File: config.mk
export PLATFORM = sky130hd
export DESIGN_NAME = torque_peak_report_and_proximity_duty_core
export DESIGN_NICKNAME = d
export VERILOG_FILES = /design/src/rtl/tprd_pkg.sv /design/src/rtl/tprd_div.sv /design/src/rtl/tprd_peak.sv /design/src/rtl/torque_peak_report_and_proximity_duty_core.sv
export SDC_FILE = /design/constraint.sdc
export NUM_CORES = 1
export LEC_CHECK = 0
export BUFFER_PORTS_ARGS = -buffer_cell sky130_fd_sc_hd__buf_2
export CAP_MARGIN = 20
export CORE_MARGIN = 4
export CORE_UTILIZATION = 50
export DETAILED_ROUTE_END_ITERATION = 12
export PLACE_DENSITY_LB_ADDON = 0.12
export SLEW_MARGIN = 20
export SYNTH_ARGS = -nofsm -noshare
export SYNTH_HDL_FRONTEND = slang
export SYNTH_SLANG_ARGS = --single-unit
File: constraint.sdc
create_clock -name clk -period 5.89 [get_ports clk]
set_input_delay 1.178 -clock clk [delete_from_list [all_inputs] [get_ports clk]]
set_output_delay 1.178 -clock clk [all_outputs]
set_load 0.02 [all_outputs]
File: src/rtl/tprd_pkg.sv
package tprd_pkg;

	localparam int unsigned TorqueWidth   = 16;
	localparam int unsigned DutyWidth     = 7;
	localparam int unsigned DwellWidth    = 8;
	localparam int unsigned CfgIndexWidth = 1;
	localparam int unsigned ProductWidth  = TorqueWidth + DutyWidth;
	localparam int unsigned OutDataWidth  = 32;

	localparam logic [CfgIndexWidth-1:0] CfgTargetTorque = 1'b0;
	localparam logic [CfgIndexWidth-1:0] CfgReportDelay  = 1'b1;

	localparam logic [TorqueWidth-1:0] TargetReset = 16'd0;
	localparam logic [TorqueWidth-1:0] DelayReset  = 16'd500;
	localparam logic [DutyWidth-1:0]   PercentFull = 7'd100;
	localparam logic [DwellWidth-1:0]  DwellMax    = 8'd255;

	typedef struct packed {
		logic busy;
		logic done;
	} div_stat_t;

	typedef struct packed {
		logic                   valid;
		logic [TorqueWidth-1:0] value;
	} report_t;

endpackage

File: src/rtl/tprd_div.sv
module tprd_div (
	input  logic                                clk,
	input  logic                                arst_n,
	input  logic                                start,
	input  logic [tprd_pkg::ProductWidth-1:0]   dividend,
	input  logic [tprd_pkg::TorqueWidth-1:0]    divisor,
	output tprd_pkg::div_stat_t                 stat,
	output logic [tprd_pkg::DutyWidth-1:0]      quotient
);
	import tprd_pkg::*;

	localparam int unsigned CntWidth = $clog2(DutyWidth + 1);

	logic [TorqueWidth-1:0] rem_q;
	logic [TorqueWidth-1:0] div_q;
	logic [DutyWidth-1:0]   num_q;
	logic [DutyWidth-1:0]   quo_q;
	logic [CntWidth-1:0]    cnt_q;
	logic [TorqueWidth:0]   trial;
	logic                   fits;

	// one quotient bit per cycle, restoring
	assign trial = {rem_q, num_q[DutyWidth-1]};
	assign fits  = trial >= {1'b0, div_q};

	always_ff @(posedge clk or negedge arst_n) begin
		if (!arst_n) begin
			cnt_q <= '0;
		end else if (start) begin
			cnt_q <= CntWidth'(DutyWidth);
		end else if (cnt_q != '0) begin
			cnt_q <= cnt_q - 1'b1;
		end
	end

	always_ff @(posedge clk) begin
		if (start) begin
			rem_q <= dividend[ProductWidth-1:DutyWidth];
			num_q <= dividend[DutyWidth-1:0];
			div_q <= divisor;
		end else if (cnt_q != '0) begin
			rem_q <= fits ? TorqueWidth'(trial - {1'b0, div_q}) : trial[TorqueWidth-1:0];
			num_q <= {num_q[DutyWidth-2:0], 1'b0};
			quo_q <= {quo_q[DutyWidth-2:0], fits};
		end
	end

	assign stat.busy = cnt_q != '0;
	assign stat.done = cnt_q == CntWidth'(1);
	assign quotient  = quo_q;

endmodule

File: src/rtl/tprd_peak.sv
module tprd_peak (
	input  logic                              clk,
	input  logic                              arst_n,
	input  logic                              take,
	input  logic [tprd_pkg::TorqueWidth-1:0]  sample,
	input  logic                              restart,
	input  logic [tprd_pkg::TorqueWidth-1:0]  target,
	input  logic [tprd_pkg::TorqueWidth-1:0]  delay,
	output tprd_pkg::report_t                 report
);
	import tprd_pkg::*;

	logic [TorqueWidth-1:0] peak_q;
	logic [TorqueWidth-1:0] last_q;
	logic [DwellWidth-1:0]  dwell_q;
	report_t                report_q;

	logic [TorqueWidth-1:0] peak_base;
	logic [TorqueWidth-1:0] peak_new;
	logic [DwellWidth-1:0]  dwell_inc;
	logic [TorqueWidth-1:0] dwell_ms;
	logic                   keep;
	logic                   hit;
	logic                   fire;

	always_comb begin
		peak_base = restart ? '0 : peak_q;
		peak_new  = (sample > peak_base) ? sample : peak_base;
		keep      = peak_new >= target;
		dwell_inc = (dwell_q < DwellMax) ? dwell_q + 1'b1 : dwell_q;
		dwell_ms  = TorqueWidth'(dwell_inc) * TorqueWidth'(PercentFull);
		hit       = (dwell_ms >= delay) && (peak_new > target);
		fire      = hit && (last_q != peak_new);
	end

	always_ff @(posedge clk or negedge arst_n) begin
		if (!arst_n) begin
			peak_q         <= '0;
			last_q         <= '0;
			dwell_q        <= '0;
			report_q.valid <= 1'b0;
			report_q.value <= '0;
		end else if (take) begin
			peak_q         <= peak_new;
			last_q         <= hit ? peak_new : last_q;
			dwell_q        <= (keep && !fire) ? dwell_inc : '0;
			report_q.valid <= fire;
			report_q.value <= fire ? peak_new : '0;
		end
	end

	assign report = report_q;

endmodule

File: src/rtl/torque_peak_report_and_proximity_duty_core.sv
// channel  | direction | handshake                 | payload
// s_axis   | in        | s_tvalid / s_tready       | tdata torque_sample, tuser restart_peak
// m_axis   | out       | m_tvalid / m_tready       | tdata duty, flags, report value
// cfg      | in        | cfg_valid / cfg_ready     | cfg_index, cfg_data
//
// A sample goes from acceptance through ST_DIV, where the bit-serial divider forms
// the seven quotient bits one per step, to ST_OUT, where the output register loads.
// No new sample is accepted while one is in ST_DIV or ST_OUT.
// The next sample is accepted the cycle after the output register loads, even
// while that result still waits on m_tready; a stalled output holds the block
// before the output load. cfg_ready is always high. arst_n clears FSM and config state.
module torque_peak_report_and_proximity_duty_core (
	input  logic                                clk,
	input  logic                                arst_n,
	input  logic                                s_tvalid,
	output logic                                s_tready,
	input  logic [15:0]                         s_tdata,   // [15:0] torque_sample
	input  logic                                s_tuser,   // [0] restart_peak
	output logic                                m_tvalid,
	input  logic                                m_tready,
	// [6:0] duty_percent, [7] duty_changed, [8] torch_on, [9] report_valid,
	// [25:10] report_value, [31:26] zero
	output logic [tprd_pkg::OutDataWidth-1:0]   m_tdata,
	input  logic                                cfg_valid,
	output logic                                cfg_ready,
	input  logic [tprd_pkg::CfgIndexWidth-1:0]  cfg_index,
	input  logic [tprd_pkg::TorqueWidth-1:0]    cfg_data
);
	import tprd_pkg::*;

	typedef enum logic [1:0] {
		ST_IDLE,
		ST_DIV,
		ST_OUT
	} state_t;

	state_t                  state_q;
	logic [TorqueWidth-1:0]  target_q;
	logic [TorqueWidth-1:0]  delay_q;
	logic                    zero_q;
	logic                    torch_q;
	logic [DutyWidth-1:0]    prev_duty_q;
	logic                    m_tvalid_q;
	logic [OutDataWidth-1:0] m_tdata_q;

	logic                    s_take;
	logic                    load_out;
	logic [TorqueWidth-1:0]  diff;
	logic [ProductWidth-1:0] product;
	logic [TorqueWidth+2:0]  sample_x4;
	logic [TorqueWidth+2:0]  target_x3;
	logic [DutyWidth-1:0]    duty;
	div_stat_t               div_stat;
	logic [DutyWidth-1:0]    quotient;
	report_t                 report;

	assign s_tready  = state_q == ST_IDLE;
	assign s_take    = s_tvalid && s_tready;
	assign load_out  = (state_q == ST_OUT) && (!m_tvalid_q || m_tready);
	assign cfg_ready = 1'b1;

	always_comb begin
		diff      = target_q - s_tdata;
		product   = ProductWidth'(diff) * ProductWidth'(PercentFull);
		sample_x4 = {1'b0, s_tdata, 2'b00};
		target_x3 = {2'b00, target_q, 1'b0} + {3'b000, target_q};
		duty      = zero_q ? '0 : quotient;
	end

	always_ff @(posedge clk or negedge arst_n) begin
		if (!arst_n) begin
			target_q <= TargetReset;
			delay_q  <= DelayReset;
		end else if (cfg_valid && cfg_ready) begin
			case (cfg_index)
				CfgTargetTorque: target_q <= cfg_data;
				CfgReportDelay:  delay_q  <= cfg_data;
				default:         ;
			endcase
		end
	end

	always_ff @(posedge clk) begin
		if (s_take) begin
			zero_q  <= (s_tdata > target_q) || (target_q == '0);
			torch_q <= sample_x4 > target_x3;
		end
	end

	always_ff @(posedge clk or negedge arst_n) begin
		if (!arst_n) begin
			state_q     <= ST_IDLE;
			m_tvalid_q  <= 1'b0;
			m_tdata_q   <= '0;
			prev_duty_q <= '0;
		end else begin
			if (m_tvalid_q && m_tready && !load_out) begin
				m_tvalid_q <= 1'b0;
			end
			case (state_q)
				ST_IDLE: begin
					if (s_take) begin
						state_q <= ST_DIV;
					end
				end
				ST_DIV: begin
					if (div_stat.done) begin
						state_q <= ST_OUT;
					end
				end
				ST_OUT: begin
					if (load_out) begin
						m_tvalid_q  <= 1'b1;
						m_tdata_q   <= {6'b000000, report.value, report.valid, torch_q,
							duty != prev_duty_q, duty};
						prev_duty_q <= duty;
						state_q     <= ST_IDLE;
					end
				end
				default: state_q <= ST_IDLE;
			endcase
		end
	end

	tprd_div u_div (
		.clk      (clk),
		.arst_n   (arst_n),
		.start    (s_take),
		.dividend (product),
		.divisor  (target_q),
		.stat     (div_stat),
		.quotient (quotient)
	);

	tprd_peak u_peak (
		.clk     (clk),
		.arst_n  (arst_n),
		.take    (s_take),
		.sample  (s_tdata),
		.restart (s_tuser),
		.target  (target_q),
		.delay   (delay_q),
		.report  (report)
	);

	assign m_tvalid = m_tvalid_q;
	assign m_tdata  = m_tdata_q;

endmodule

==> flow_summary.toml <==
[outcome]
status = "finished, final reports clean"

[timing]
fmax_mhz = 177
worst_pin_slew_ns = 0.929
slew_headroom_pct = 37.9
setup_slack_ns = 0.247
final.setup.tns_ns = 0
finalCritPeriodShare_pct = 95.8
maxSlewViolCount = 0
hold_viol_final = 0
fin_skew_ns = 0.0115
hold_ws_ns = 0.458
final-setup-viol-count = 0
min_period_ns = 5.64

[placement]
pre_cts_slack_ns = -0.407
dpl.cell_count = 1935
port_buffers = 66
placed_area_mm2 = 0.0146
dp_hpwl_um = 25900
gp_congestion = 0.921

[routing]
drt_iter0_markers = 575
first_pass_iters = 5
finalWirelength_um = 32900
vias_per_cell = 5.40
avgRoutedWirePerCell_um = 16.7
vias = 10600
ant_nets = 0
drc = 0

[die]
num_rows = 59
initial_core_util_pct = 50.8
die_y_um = 171
coreArea_mm2 = 0.0261
io_pins = 74
die_area_mm2 = 0.0291
die_w_um = 171

[yosys]
synth_area_mm2 = 0.0132
netlist_instances = 1479
ys_warn_count = 0
synthMostInstantiatedCell = "ha_1"
ys.flop_type = "dfrtp_1"
ys_seq_area_share_pct = 33.4
synth.avg_cell_area_um2 = 8.94
async_flop_share_pct = 72.5
ys_ff_latch = 167
synth_cell_types = 70
synth_common_cells = "200 x ha_1, 197 x nand2_1, 178 x inv_1"
yosysTopAreaCell = "dfrtp_1"
synth.top_cell.area_share_pct = 21.8
synth-edff-count = 46
synth_area_leaders = "dfrtp_1 22%, ha_1 19%, edfxtp_1 10%"

[clocking]
cts_tree = "built"
hold_buffers = 0
clkTransAtPathRegs_ns = 0.07
htreeDepth = 4
cts_buffers = 17
cts_root_buf = "clkbuf_16"
cts_max_path_buffers = 2
clock-sinks = 167
clk-insertion-delay-late_ns = 0.44

[finish]
drive_above_1_share_pct = 16.5
fin_area_mm2 = 0.0153
syn_to_final_growth_pct = 15.9
post-route-util_pct = 58.8
final_cells = 1967
fin_nets = 1875
diodes = 0

[worst_setup_path]
cp-end-kind = "register"
start_kind = "input pin"
crit_slowest_cell = "fa_1"
path_delay_family = "adder cells"
crit_top_cell = "inv_1"
max_stage_delay_ns = 0.52
crit_required_ns = 6.06
critPathKind = "input pin to register"
critPathMaxFanout = 3
arrival_ns = 5.81
timing.critical_path.buf_inv = 7

[pwr]
intPower_mw = 4.70
p_switching_mw = 3.54
ir_drop_mv = 0.346
power_mw = 8.24
seqPwrFrac_pct = 21.9
clockPowerShare_pct = 14.1
combPwrFrac_pct = 64.1
p_sw_share_pct = 42.9
power.density_mw_per_mm2 = 538
p_leak_nw = 7.78

[grt]
grt_overflow = 0
grt_pass1_wl_um = 53300
antenna_found_initial = 0
grt_usage_pct = 23.2
grt_max_degree = 70
grt_pass1_vias = 10400

[min_path]
holdCritPathClass = "register to register"

[run]
maxCapViolations = 0
-- placed cells by master, fill, tap and decap left out, types with 25 or more instances in the layout --
cell	count
ha_1	196
dfrtp_1	115
buf_2	65
nand2_1	196
edfxtp_1	46
a21oi_1	79
o21ai_0	94
xor2_1	34
xnor2_1	50
nand2b_1	25
nor2_1	86
a21o_1	28
inv_1	178
buf_4	95
-- logic make-up (layout without fill, tap and decap cells) --
family / after synthesis / count (layout) / share of synthesized area, %
xor gates and xnor gates: 86 / 86 / 5.70
adders and majority gates: 217 / 217 / 21.5
other: 2 / 7 / 0.0568
AOI/OAI and AO/OA: 326 / 326 / 15.3
DFF: 167 / 167 / 33.4
muxes: 30 / 30 / 2.47
buffers and inverters: 223 / 371 / 6.68
and+or+nand+nor: 428 / 428 / 14.9
-- final cells by class --
type | instances | area [um2]
Timing Repair Buffer | 161 | 1060
Sequential cell | 167 | 4420
Clock buffer | 17 | 425
Fill cell | 2325 | 10700
Tap cell | 335 | 419
Clock inverter | 15 | 180
Multi-Input combinational cell | 1094 | 8160
Inverter | 178 | 668
-- worst paths after layout --
| kind | slack, ns | cells past startpoint | to | start |
|---|---|---|---|---|
| max in group asynchronous | 3.93 | 2 | delay_q[6]$_DFFE_PN1P_ | arst_n |
| hold reg to reg | 0.46 | 0 | u_div.quotient[3]$_DFFE_PP_ | u_div.quotient[2]$_DFFE_PP_ |
| setup / recovery | 0.25 | 27 | u_div.rem_q[13]$_DFFE_PP_ | s_tdata[0] |
| setup reg to reg | 0.31 | 27 | u_peak.last_q[9]$_DFFE_PN0P_ | u_peak.dwell_q[1]$_DFFE_PN0P_ |
| min in group asynchronous | 0.83 | 1 | prev_duty_q[3]$_DFFE_PN0P_ | arst_n |
| hold / removal | 0.46 | 0 | u_div.quotient[3]$_DFFE_PP_ | u_div.quotient[2]$_DFFE_PP_ |
-- registers in the layout, summed over array words and instances, names as in the netlist, 6 cells and up --
name	cells
m_tdata	20
u_peak.report	17
delay_q	16
target_q	16
u_div.div_q	16
u_div.rem_q	16
u_peak.last_q	16
u_peak.peak_q	16
u_peak.dwell_q	8
u_div.quotient	7
prev_duty_q	6
-- power groups by stage --
stage	Sequential [mW]	Clock (mW)	Combinational, mW
after floorplan	1.80	0	3.52
after global placement	1.81	0	4.93
after detailed placement	1.82	0	5.00
after CTS	1.80	1.19	5.06
after global routing	1.84	1.24	6.01
final	1.80	1.16	5.28
-- repair_timing --
action	4_1_cts	5_1_grt
gates resized for setup	0	34
buffers inserted	0	0
setup endpoints to repair	0	35
-- routing by layer --
metal / wire length, um / track usage (%)
met5: 0 / 0
met4: 1460 / 10.1
met1: 15300 / 31.6
met2: 15000 / 36.9
met3: 1160 / 3.28
Power figures use the tool's default switching activity.
